`config.mk`:
```
export PLATFORM = sky130hd
export DESIGN_NAME = size_suffix_string_parser_core_flat
export DESIGN_NICKNAME = d
export VERILOG_FILES = /design/src/hw/rtl/ssp_pkg.sv /design/src/hw/rtl/ssp_char_if.sv /design/src/hw/rtl/ssp_size_if.sv /design/src/hw/rtl/size_suffix_string_parser_core.sv /design/src/hw/rtl/ssp_step.sv /design/src/flat_wrapper.sv
export SDC_FILE = /design/constraint.sdc
export NUM_CORES = 1
export LEC_CHECK = 0
export BUFFER_PORTS_ARGS = -buffer_cell sky130_fd_sc_hd__buf_2
export CORE_UTILIZATION = 55
export CTS_CLUSTER_DIAMETER = 150
export DETAILED_ROUTE_END_ITERATION = 16
export PLACE_DENSITY = 0.79
export RECOVER_POWER = 25
export SYNTH_ARGS = -nofsm -noshare
export SYNTH_HDL_FRONTEND = slang
export SYNTH_SLANG_ARGS = --single-unit
```
`constraint.sdc`:
```
create_clock -name i_clk -period 4.6 [get_ports i_clk]
set_clock_uncertainty 0.1 [all_clocks]
set_input_delay 0 -clock i_clk [delete_from_list [all_inputs] [get_ports i_clk]]
set_output_delay 0 -clock i_clk [all_outputs]
set_load 0.005 [all_outputs]
```
`src/hw/rtl/ssp_pkg.sv`:
```
package ssp_pkg;

    localparam int CHAR_W = 8;
    localparam int SIZE_W = 63;

    localparam logic [CHAR_W-1:0] CH_NUL  = 8'h00;
    localparam logic [CHAR_W-1:0] CH_ZERO = 8'h30;
    localparam logic [CHAR_W-1:0] CH_NINE = 8'h39;
    localparam logic [CHAR_W-1:0] CH_KILO = 8'h6B;  // 'k'
    localparam logic [CHAR_W-1:0] CH_MEGA = 8'h4D;  // 'M'
    localparam logic [CHAR_W-1:0] CH_GIGA = 8'h47;  // 'G'
    localparam logic [CHAR_W-1:0] CH_BYTE = 8'h42;  // 'B'
    localparam logic [CHAR_W-1:0] CH_BIT  = 8'h62;  // 'b'

    typedef enum logic [3:0] {
        PH_START  = 4'b0001,
        PH_DIGITS = 4'b0010,
        PH_SUFFIX = 4'b0100,
        PH_HELD   = 4'b1000
    } t_phase;

    typedef struct packed {
        t_phase            phase;
        logic [SIZE_W-1:0] acc;
        logic              ovf;
        logic [SIZE_W-1:0] held_val;
        logic              held_err;
    } t_state;

    localparam t_state ST_RESET = '{
        phase:    PH_START,
        acc:      '0,
        ovf:      1'b0,
        held_val: '0,
        held_err: 1'b0
    };

    typedef struct packed {
        logic              emit;
        logic              ok;
        logic [SIZE_W-1:0] bytes;
    } t_result;

endpackage

```
`src/hw/rtl/ssp_char_if.sv`:
```
interface ssp_char_if;
    logic                       valid;
    logic                       ready;
    logic [ssp_pkg::CHAR_W-1:0] char_code;

    modport source (output valid, output char_code, input ready);
    modport sink   (input valid, input char_code, output ready);
endinterface

```
`src/hw/rtl/ssp_size_if.sv`:
```
interface ssp_size_if;
    logic                       valid;
    logic                       ready;
    logic                       size_ok;
    logic [ssp_pkg::SIZE_W-1:0] size_bytes;

    modport source (output valid, output size_ok, output size_bytes, input ready);
    modport sink   (input valid, input size_ok, input size_bytes, output ready);
endinterface

```
`src/hw/rtl/size_suffix_string_parser_core.sv`:
```
// Size string parser. Characters arrive one per beat on i_char; a zero byte
// ends the string and produces exactly one beat on o_size carrying size_ok and
// the byte count (zero on error). Digits, an optional k/M/G scale and an
// optional B (bytes) or b (bits, rounded up to bytes) are accepted; a missing
// number reads as zero and text after B/b is ignored. Any other character, an
// empty string or a value above 2^63-1 gives size_ok = 0. The block takes one
// character every cycle; only a further terminator stalls, in the input
// register, until the result waiting on o_size.ready is taken. The parse
// state, with its multiply-by-ten accumulate, comes combinationally from the
// input register; results go out through an output register to o_size.
module size_suffix_string_parser_core (
    input  logic       i_clk,
    input  logic       i_rst_n,
    ssp_char_if.sink   i_char,
    ssp_size_if.source o_size
);

    logic                       r_in_valid;
    logic [ssp_pkg::CHAR_W-1:0] r_char;
    ssp_pkg::t_state            r_st;
    ssp_pkg::t_state            n_st;
    ssp_pkg::t_result           step_res;
    logic                       r_out_valid;
    logic                       r_out_ok;
    logic [ssp_pkg::SIZE_W-1:0] r_out_bytes;
    logic                       proceed;

    ssp_step u_step (
        .i_st   (r_st),
        .i_char (r_char),
        .o_st   (n_st),
        .o_res  (step_res)
    );

    assign proceed      = r_in_valid && (!step_res.emit || !r_out_valid || o_size.ready);
    assign i_char.ready = !r_in_valid || proceed;

    always_ff @(posedge i_clk) begin
        if (!i_rst_n) begin
            r_in_valid <= 1'b0;
        end else if (i_char.ready) begin
            r_in_valid <= i_char.valid;
        end
    end

    always_ff @(posedge i_clk) begin
        if (i_char.ready && i_char.valid) begin
            r_char <= i_char.char_code;
        end
    end

    always_ff @(posedge i_clk) begin
        if (!i_rst_n) begin
            r_st <= ssp_pkg::ST_RESET;
        end else if (proceed) begin
            r_st <= n_st;
        end
    end

    always_ff @(posedge i_clk) begin
        if (!i_rst_n) begin
            r_out_valid <= 1'b0;
        end else if (proceed && step_res.emit) begin
            r_out_valid <= 1'b1;
        end else if (o_size.ready) begin
            r_out_valid <= 1'b0;
        end
    end

    always_ff @(posedge i_clk) begin
        if (proceed && step_res.emit) begin
            r_out_ok    <= step_res.ok;
            r_out_bytes <= step_res.bytes;
        end
    end

    assign o_size.valid      = r_out_valid;
    assign o_size.size_ok    = r_out_ok;
    assign o_size.size_bytes = r_out_bytes;

endmodule

```
`src/hw/rtl/ssp_step.sv`:
```
module ssp_step (
    input  ssp_pkg::t_state                i_st,
    input  logic [ssp_pkg::CHAR_W-1:0]     i_char,
    output ssp_pkg::t_state                o_st,
    output ssp_pkg::t_result               o_res
);

    localparam int SW = ssp_pkg::SIZE_W;

    logic          is_digit;
    logic [3:0]    digit;
    logic [SW+3:0] prod;
    logic          dig_ovf;
    logic          k_ovf;
    logic          m_ovf;
    logic          g_ovf;
    logic [SW:0]   bits_sum;
    logic [SW-1:0] bits_bytes;

    assign is_digit   = (i_char >= ssp_pkg::CH_ZERO) && (i_char <= ssp_pkg::CH_NINE);
    assign digit      = 4'(i_char - ssp_pkg::CH_ZERO);
    // acc * 10 + d, checked against 2^63-1
    assign prod       = ({4'b0, i_st.acc} << 3) + ({4'b0, i_st.acc} << 1)
                        + {{SW{1'b0}}, digit};
    assign dig_ovf    = |prod[SW+3:SW];
    assign k_ovf      = |i_st.acc[SW-1:SW-10];
    assign m_ovf      = |i_st.acc[SW-1:SW-20];
    assign g_ovf      = |i_st.acc[SW-1:SW-30];
    assign bits_sum   = {1'b0, i_st.acc} + {{(SW-2){1'b0}}, 3'd7};
    assign bits_bytes = {2'b00, bits_sum[SW:3]};

    always_comb begin
        o_st        = i_st;
        o_res.emit  = 1'b0;
        o_res.ok    = 1'b0;
        o_res.bytes = '0;

        if (i_char == ssp_pkg::CH_NUL) begin
            o_res.emit = 1'b1;
            unique case (i_st.phase)
                ssp_pkg::PH_START: begin
                    o_res.ok = 1'b0;
                end
                ssp_pkg::PH_HELD: begin
                    o_res.ok    = !i_st.held_err;
                    o_res.bytes = i_st.held_val;
                end
                default: begin
                    o_res.ok    = !i_st.ovf;
                    o_res.bytes = i_st.ovf ? '0 : i_st.acc;
                end
            endcase
            o_st = ssp_pkg::ST_RESET;
        end else begin
            unique case (i_st.phase)
                ssp_pkg::PH_HELD: begin
                end
                ssp_pkg::PH_SUFFIX: begin
                    o_st.phase = ssp_pkg::PH_HELD;
                    if (i_char == ssp_pkg::CH_BYTE) begin
                        o_st.held_err = i_st.ovf;
                        o_st.held_val = i_st.ovf ? '0 : i_st.acc;
                    end else if (i_char == ssp_pkg::CH_BIT) begin
                        o_st.held_err = i_st.ovf;
                        o_st.held_val = i_st.ovf ? '0 : bits_bytes;
                    end else begin
                        o_st.held_err = 1'b1;
                        o_st.held_val = '0;
                    end
                end
                ssp_pkg::PH_START, ssp_pkg::PH_DIGITS: begin
                    if (is_digit) begin
                        o_st.phase = ssp_pkg::PH_DIGITS;
                        if (!i_st.ovf) begin
                            if (dig_ovf) begin
                                o_st.ovf = 1'b1;
                            end else begin
                                o_st.acc = prod[SW-1:0];
                            end
                        end
                    end else if (i_char == ssp_pkg::CH_KILO) begin
                        o_st.phase = ssp_pkg::PH_SUFFIX;
                        if (k_ovf) begin
                            o_st.ovf = 1'b1;
                        end else begin
                            o_st.acc = i_st.acc << 10;
                        end
                    end else if (i_char == ssp_pkg::CH_MEGA) begin
                        o_st.phase = ssp_pkg::PH_SUFFIX;
                        if (m_ovf) begin
                            o_st.ovf = 1'b1;
                        end else begin
                            o_st.acc = i_st.acc << 20;
                        end
                    end else if (i_char == ssp_pkg::CH_GIGA) begin
                        o_st.phase = ssp_pkg::PH_SUFFIX;
                        if (g_ovf) begin
                            o_st.ovf = 1'b1;
                        end else begin
                            o_st.acc = i_st.acc << 30;
                        end
                    end else if (i_char == ssp_pkg::CH_BYTE) begin
                        o_st.phase    = ssp_pkg::PH_HELD;
                        o_st.held_err = i_st.ovf;
                        o_st.held_val = i_st.ovf ? '0 : i_st.acc;
                    end else if (i_char == ssp_pkg::CH_BIT) begin
                        o_st.phase    = ssp_pkg::PH_HELD;
                        o_st.held_err = i_st.ovf;
                        o_st.held_val = i_st.ovf ? '0 : bits_bytes;
                    end else begin
                        o_st.phase    = ssp_pkg::PH_HELD;
                        o_st.held_err = 1'b1;
                        o_st.held_val = '0;
                    end
                end
                default: begin
                    o_st = ssp_pkg::ST_RESET;
                end
            endcase
        end
    end

endmodule

```
`src/flat_wrapper.sv`:
```
// flat-port wrapper written by rule: the top's interface ports become plain ports
module size_suffix_string_parser_core_flat 
  (i_clk, i_rst_n, i_char_valid, i_char_char_code, i_char_ready, o_size_valid, o_size_size_ok, o_size_size_bytes, o_size_ready);
  ssp_char_if i_char_i ();
  ssp_size_if o_size_i ();
  input  logic i_clk;
  input  logic i_rst_n;
  input wire logic [$bits(i_char_i.valid)-1:0] i_char_valid;
  input wire logic [$bits(i_char_i.char_code)-1:0] i_char_char_code;
  output wire logic [$bits(i_char_i.ready)-1:0] i_char_ready;
  output wire logic [$bits(o_size_i.valid)-1:0] o_size_valid;
  output wire logic [$bits(o_size_i.size_ok)-1:0] o_size_size_ok;
  output wire logic [$bits(o_size_i.size_bytes)-1:0] o_size_size_bytes;
  input wire logic [$bits(o_size_i.ready)-1:0] o_size_ready;
  assign i_char_i.valid = i_char_valid;
  assign i_char_i.char_code = i_char_char_code;
  assign i_char_ready = i_char_i.ready;
  assign o_size_valid = o_size_i.valid;
  assign o_size_size_ok = o_size_i.size_ok;
  assign o_size_size_bytes = o_size_i.size_bytes;
  assign o_size_i.ready = o_size_ready;
  size_suffix_string_parser_core u_core (.i_clk(i_clk), .i_rst_n(i_rst_n), .i_char(i_char_i), .o_size(o_size_i));
endmodule
```
Yosys cells after proc, flatten, opt, wreduce, memory -nomap -nowiden
Cells that the tools add are included.
{ "totals": {"inputBits": 12, "wordCells": 95, "out_inout_bits": 66, "regBits": 206} }
{ "op_classes": {"eq_ne": 24, "muxes": 31, "n_reduce_logical": 24, "addsub": 4, "magnitude_cmp": 2} }
{ "op_table": {"columns": ["operator", "count"], "rows": [
  ["64-bit two-way mux", 7],
  ["63-bit two-way mux", 5],
  ["68-bit two-way mux", 3],
  ["64-bit one-hot mux with 3 select lines", 1],
  ["132-bit two-way mux", 1],
  ["64-bit one-hot mux with 2 select lines", 1],
  ["63-bit one-hot mux with 2 select lines", 1],
  ["66-bit by 64-bit adder with 67-bit output", 1],
  ["67-bit by 4-bit adder with 67-bit output", 1],
  ["65-bit two-way mux", 1],
  ["63-bit by 3-bit adder with 64-bit output, second input constant", 1],
  ["62-bit two-way mux", 1],
  ["61-bit two-way mux", 1],
  ["8-bit by 7-bit == test with 1-bit output, second input constant", 5],
  ["6-bit != test, second input constant", 5],
  ["30-bit OR reduction", 1],
  ["20-bit OR reduction", 1],
  ["3-bit != test, second input constant", 4],
  ["4-bit one-hot mux with 3 select lines", 1],
  ["6-bit AND reduction", 2],
  ["5-bit != test, second input constant", 2],
  ["10-bit OR reduction", 1],
  ["8-bit by 6-bit greater-or-equal comparator with 1-bit output, second input constant", 1],
  ["8-bit by 6-bit <= comparator with 1-bit output, second input constant", 1],
  ["20 further kinds", 36]
]} }

Logic depth before layout (Yosys ltp)
{ "depth": {"depth_word": 10, "mapped_depth": 17, "mapped_depth_nobuf": 14} }

By module
A second synthesis with hierarchy kept.
{ "hier_totals": {"hier_cells": 2412, "area_unflattened_um2": 18652.9} }
{ "modules_own_cells": {"columns": ["module", "instances", "area_each_um2", "seq_area_each_um2", "cells_per_inst"], "rows": [
  ["ssp_step", 1, 11160.7, 0.0, 1756],
  ["size_suffix_string_parser_core", 1, 7492.2, 4844.6, 656]
]} }

Worst setup path before layout
OpenSTA, ideal clock, no wires.
{ "synth_timing": {"path_type": "register to register", "from": "register u_core.r_char[4] (netlist name)", "to": "register u_core.r_out_bytes (netlist bit u_core.o_size.size_bytes[0]), enable pin", "path_stages_with_launch": 5, "path_slack_ns": 0.096, "n_path_buf": 0, "t_arrival_ns": 3.911, "setup_ns": 0.493, "synth_period_minus_slack_ns": 4.504, "t_required_ns": 4.007, "path_cell_list": "edfxtp_1 -> or3_1 -> nor2_1 -> nand3_1 -> nor2b_1"} }
{ "synth_between": {"elab_chain_cells": 7} }
{ "synth_rtl": {"columns": ["element", "line_no", "source"], "rows": [
  ["start: declaration", "size_suffix_string_parser_core.sv:19", "logic [ssp_pkg::CHAR_W-1:0] r_char;"],
  ["start signal: assignment", "size_suffix_string_parser_core.sv:48", "r_char <= i_char.char_code;"],
  ["8-bit logical NOT *", "ssp_step.sv:38", "if (i_char == ssp_pkg::CH_NUL) begin"],
  ["65-bit two-way mux *", "ssp_step.sv:38", null],
  ["1-bit logical NOT", "size_suffix_string_parser_core.sv:35", "assign proceed = r_in_valid && (!step_res.emit || !r_out_valid || o_size.ready);"],
  ["1-bit logical OR (2 in a row)", "size_suffix_string_parser_core.sv:35", null],
  ["1-bit logical AND", "size_suffix_string_parser_core.sv:35", null],
  ["1-bit logical AND *", "size_suffix_string_parser_core.sv:71", "if (proceed && step_res.emit) begin"],
  ["end signal: assignment", "size_suffix_string_parser_core.sv:73", "r_out_bytes <= step_res.bytes;"],
  ["end: declaration", "size_suffix_string_parser_core.sv:25", "logic [ssp_pkg::SIZE_W-1:0] r_out_bytes;"]
]} }
Every way passes the cells marked *; elsewhere a longest branch is shown, timed or not.
A chain may end at the register's enable or synchronous reset.

Worst setup path after layout
{ "layout_timing": {"from": "register u_core.r_char[2] (netlist name)", "to": "register u_core.r_st[94] (netlist name)"} }
{ "layout_between": {"elab_chain_cells": 7, "word_cells_on_any_way": 30, "cone_classes": "add/sub (2); order compare (2); eq/ne (10); mux (8); reduce/logical (8)"} }
{ "layout_rtl": {"columns": ["element", "line_no", "source"], "rows": [
  ["4-bit by 1-bit subtractor with 4-bit output / 8-bit logical NOT (equally long branches)", "ssp_step.sv:21, ssp_step.sv:38", null],
  ["67-bit by 4-bit adder with 67-bit output / 65-bit two-way mux (equally long branches)", "ssp_step.sv:24, ssp_step.sv:38", null],
  ["63-bit two-way mux / 1-bit logical NOT (equally long branches)", "ssp_step.sv:75, size_suffix_string_parser_core.sv:35", null],
  ["64-bit two-way mux / 1-bit logical OR (equally long branches)", "ssp_step.sv:74, size_suffix_string_parser_core.sv:35", null],
  ["68-bit two-way mux / 1-bit logical OR (equally long branches)", "ssp_step.sv:72, size_suffix_string_parser_core.sv:35", null],
  ["64-bit one-hot mux with 2 select lines / 1-bit logical AND (equally long branches)", "ssp_step.sv:55, size_suffix_string_parser_core.sv:35", null],
  ["132-bit two-way mux / 8-bit AND reduction (equally long branches)", null, null],
  ["end signal: assignment", "size_suffix_string_parser_core.sv:54", "r_st <= ssp_pkg::ST_RESET;"],
  ["end signal: assignment", "size_suffix_string_parser_core.sv:56", "r_st <= n_st;"],
  ["end: declaration", "size_suffix_string_parser_core.sv:20", "ssp_pkg::t_state r_st;"]
]} }
Parallel ways exist; a longest one is shown, timed or not. The select of a mux whose other input is x is not followed.

==> metrics.md <==
| Metric | Value |
|---|---|
| Synth Net Count | 2,163 |
| Antenna Nets Post-Route | 0 |
| Clock power frac | 43.4% |
| Net Switching | 0.9494 mW |
| Num CTS Buffers | 21 |
| Share of cells above drive strength 1 | 10.53% |
| Buffers added on ports | 77 |
| Clock Latency Late Sink | 0.50 ns |
| # clock sinks | 206 |
| Die Ht | 173.1 um |
| Synth top area share | 16.66% |
| CTS clock-pin slew for the worst setup and hold paths | 0.07 ns |
| Routability cong. | 0.9830 |
| Final hold violations | 0 |
| First-pass GRT wire length | 82,190 um |
| Core area | 28,780 um2 |
| Post-route core utilization | 61.86% |
| CTS tree | yes |
| Total gr overflow | 0 |
| Pre-Repair DR Iteration Count | 6 |
| # diodes | 0 |
| Vias in the first global route | 15.34k |
| Crit Path Class | reg -> reg |
| Outcome | finished, final reports clean |
| Most used DFF post-synth | dfxtp_1 |
| Synth warn | 0 |
| CP Data Arrival Time | 4.83 ns |
| Max-Slew Margin vs Limit | 28.07% |
| Synth Instances | 2,024 |
| Sequential element share of the synthesized area | 30.08% |
| Total power | 3.819 mW |
| Die Width | 173.1 um |
| # H-tree levels | 1 |
| Clk root buf | clkbuf_16 |
| Worst vdd ir | 0.1850 mV |
| Critical Path RT | 4.92 ns |
| CP delay by family, top | compound AO/OA/AOI/OAI gates |
| Crit start category | flop |
| Vias per cell | 6.712 |
| Max-cap check violation count | 0 |
| Buf+Inv Stages, Crit Path | 4 |
| Final Setup Violations | 0 |
| Min Tclk post-route | 4.506 ns |
| Worst hold path type | in -> reg |
| Initial core utilization | 55.96% |
| Switch share | 24.86% |
| Max FO, Critical Path | 22 |
| Dpl hpwl | 37,090 um |
| Seq cells post-synth | 206 |
| Rows | 62 |
| DRC | 0 |
| Crit path largest cell delay | 0.46 ns |
| Die area | 29,970 um2 |
| Leak | 7.227 nW |
| Final Cycle Share | 97.95% |
| Crit path setup slack, layout | 0.09412 ns |
| Pwr dens | 214.5 nW/um2 |
| Synth area leaders | dfxtp_1, edfxtp_1, ha_1 |
| Cell-internal power | 2.870 mW |
| DRT iter0 DRCs | 2,485 |
| Pre-CTS setup slack | 0.1478 ns |
| Ys async rst share | 0% |
| Initial antenna violation count | 1 |
| Maximum clock rate | 221.9 MHz |
| Syn Area/Cell | 7.958 um2 |
| Layout Nets | 2,185 |
| IO Count | 78 |
| Post-synth EDFFs | 72 |
| Placed cells | 2,391 |
| Synthesized area | 16,110 um2 |
| GRT Util Overall | 33.69% |
| CP max stage cell | edfxtp_1 |
| Post-synth cell types | 82 |
| Critical Path End Type | flop |
| Vias | 16.40k |
| Drt wl/cell | 21.43 um |
| Pins Over Slew Limit | 0 |
| Final wirelength | 52,370 um |
| Seq pwr share | 49.6% |
| Clock buffer depth | 3 |
| Largest net degree at the start of global routing | 68 |
| Area Growth Syn to Fin | 10.53% |
| Fillcell total | 2,452 |
| Cell Chain, Critical Path | ha_1 > ha_2 > inv_1 > fa_1 > nand2b_1 > a21o_1 > a31o_1 > o21ba_2 > o211ai_1 > a21boi_0 > nor3_2 > a2111oi_2 > buf_4 > o31ai_4 > buf_12 > clkbuf_16 > mux2i_1 |
| Least-Margin Pin Slew | 1.076 ns |
| Non-Filler Instances | 2,444 |
| Yosys top cell by area | dfxtp_1 |
| Combinational share of power | 7.0% |
==> flip-flops by register name (all words and copies together), names as in the netlist <==
signal                    flops
u_core.o_size.size_bytes     63
u_core.o_size.size_ok         1
u_core.o_size.valid           1
u_core.r_char                 8
u_core.r_in_valid             1
u_core.r_st                 132
==> routing by layer <==
metal	wire length, um	up-vias	global-route usage (%)
met5	11	-	0
met4	2193	2	14.60
met3	5461	179	5.299
met2	23380	1013	53.56
met1	21320	7742	45.30
li1	-	7467	-
==> what timing repair did <==
item	4_1_cts	5_1_grt
hold buffers	11	0
setup buffers	0	4
endpoints found under the setup margin	0	63
gates resized for setup	0	11
hold endpoints to repair	37	0
==> cell type report <==
class                   count  area, um2  share of cell area [%]
flip-flops and latches    206       4845                   27.21
well taps                 384      480.5                   2.699
clock buffers              26      544.3                   3.057
clock inverters            11      103.9                  0.5833
multi-input cells        1600      10450                   58.70
repair buffers            186       1264                   7.098
inverters                  31      116.4                  0.6536
==> cell usage in the layout (no fill, tap or decap), drive strengths merged, types with 32 or more instances in the layout <==
master,synthesis,layout
ha,125,125
dfxtp,134,134
xnor2,53,53
mux2i,70,70
inv,31,32
o21ai,96,96
a21oi,175,175
nand3,54,54
nand2,256,256
a22oi,115,115
nor3,48,48
nor2,208,208
buf,46,147
xor2,45,45
edfxtp,72,72
clkbuf,141,54
nand4,42,42
a21o,36,36
==> worst paths after layout <==
kind / startpoint / to / slack (ns) / depth (start not counted)
worst max-delay path: u_core.r_char[2] / u_core.r_st[94] / 0.09 / 17
worst min-delay path: i_char_char_code[6] / u_core.r_char[6] / 0.10 / 2
worst max register to register: u_core.r_char[2] / u_core.r_st[94] / 0.09 / 17
worst min register to register: u_core.r_st[33] / u_core.r_st[33] / 0.36 / 2
==> cells in the mapped netlist, types with 9 or more instances <==
cell,number
buf_4,11
a22oi_1,115
edfxtp_1,72
a21o_1,36
o21ai_0,84
dfxtp_1,134
nor2b_1,11
and3_1,15
a222oi_1,19
buf_1,10
nand3_1,53
nand4_1,41
a211oi_1,10
nor2_1,206
inv_1,31
ha_1,125
a31oi_1,13
nor4_1,16
buf_2,22
xor2_1,45
clkbuf_1,140
xnor2_1,53
o21ai_1,12
and2_1,12
nor3_1,48
nand2_1,256
a221oi_1,21
and4_1,9
mux2i_1,70
o211ai_1,13
a21oi_1,175
o21a_1,14
nand2b_1,9
==> cells by family after synthesis <==
group	after synthesis	share of synthesized area (%)
buffers and inverters	218	5.655
XOR/XNOR	98	5.329
flip-flops	206	30.08
AND/OR/NAND/NOR	721	20.80
AO/OA/AOI/OAI	582	23.69
adder cells (fa/ha/maj)	127	9.959
multiplexers	72	4.490
==> stage by stage <==
step	TNS, ns	hold slack, ns	cell area [um2]
floorplan	0	-0.001131	16110
global placement	0	0.07698	16980
detailed placement	0	0.07887	16980
CTS	0	0.1040	17730
global route	-0.1845	0.1187	17800
finish	0	0.1043	17800
==> power groups by stage <==
stage | sequential (mW) | clock (mW) | combinational (mW)
2_1_floorplan | 1.93 | 0 | 0.159
3_3_place_gp | 1.93 | 0 | 0.236
3_5_place_dp | 1.93 | 0 | 0.239
4_1_cts | 1.89 | 1.65 | 0.248
5_1_grt | 1.89 | 1.72 | 0.278
6_report | 1.89 | 1.66 | 0.268
(Power assumes the default switching activity.)
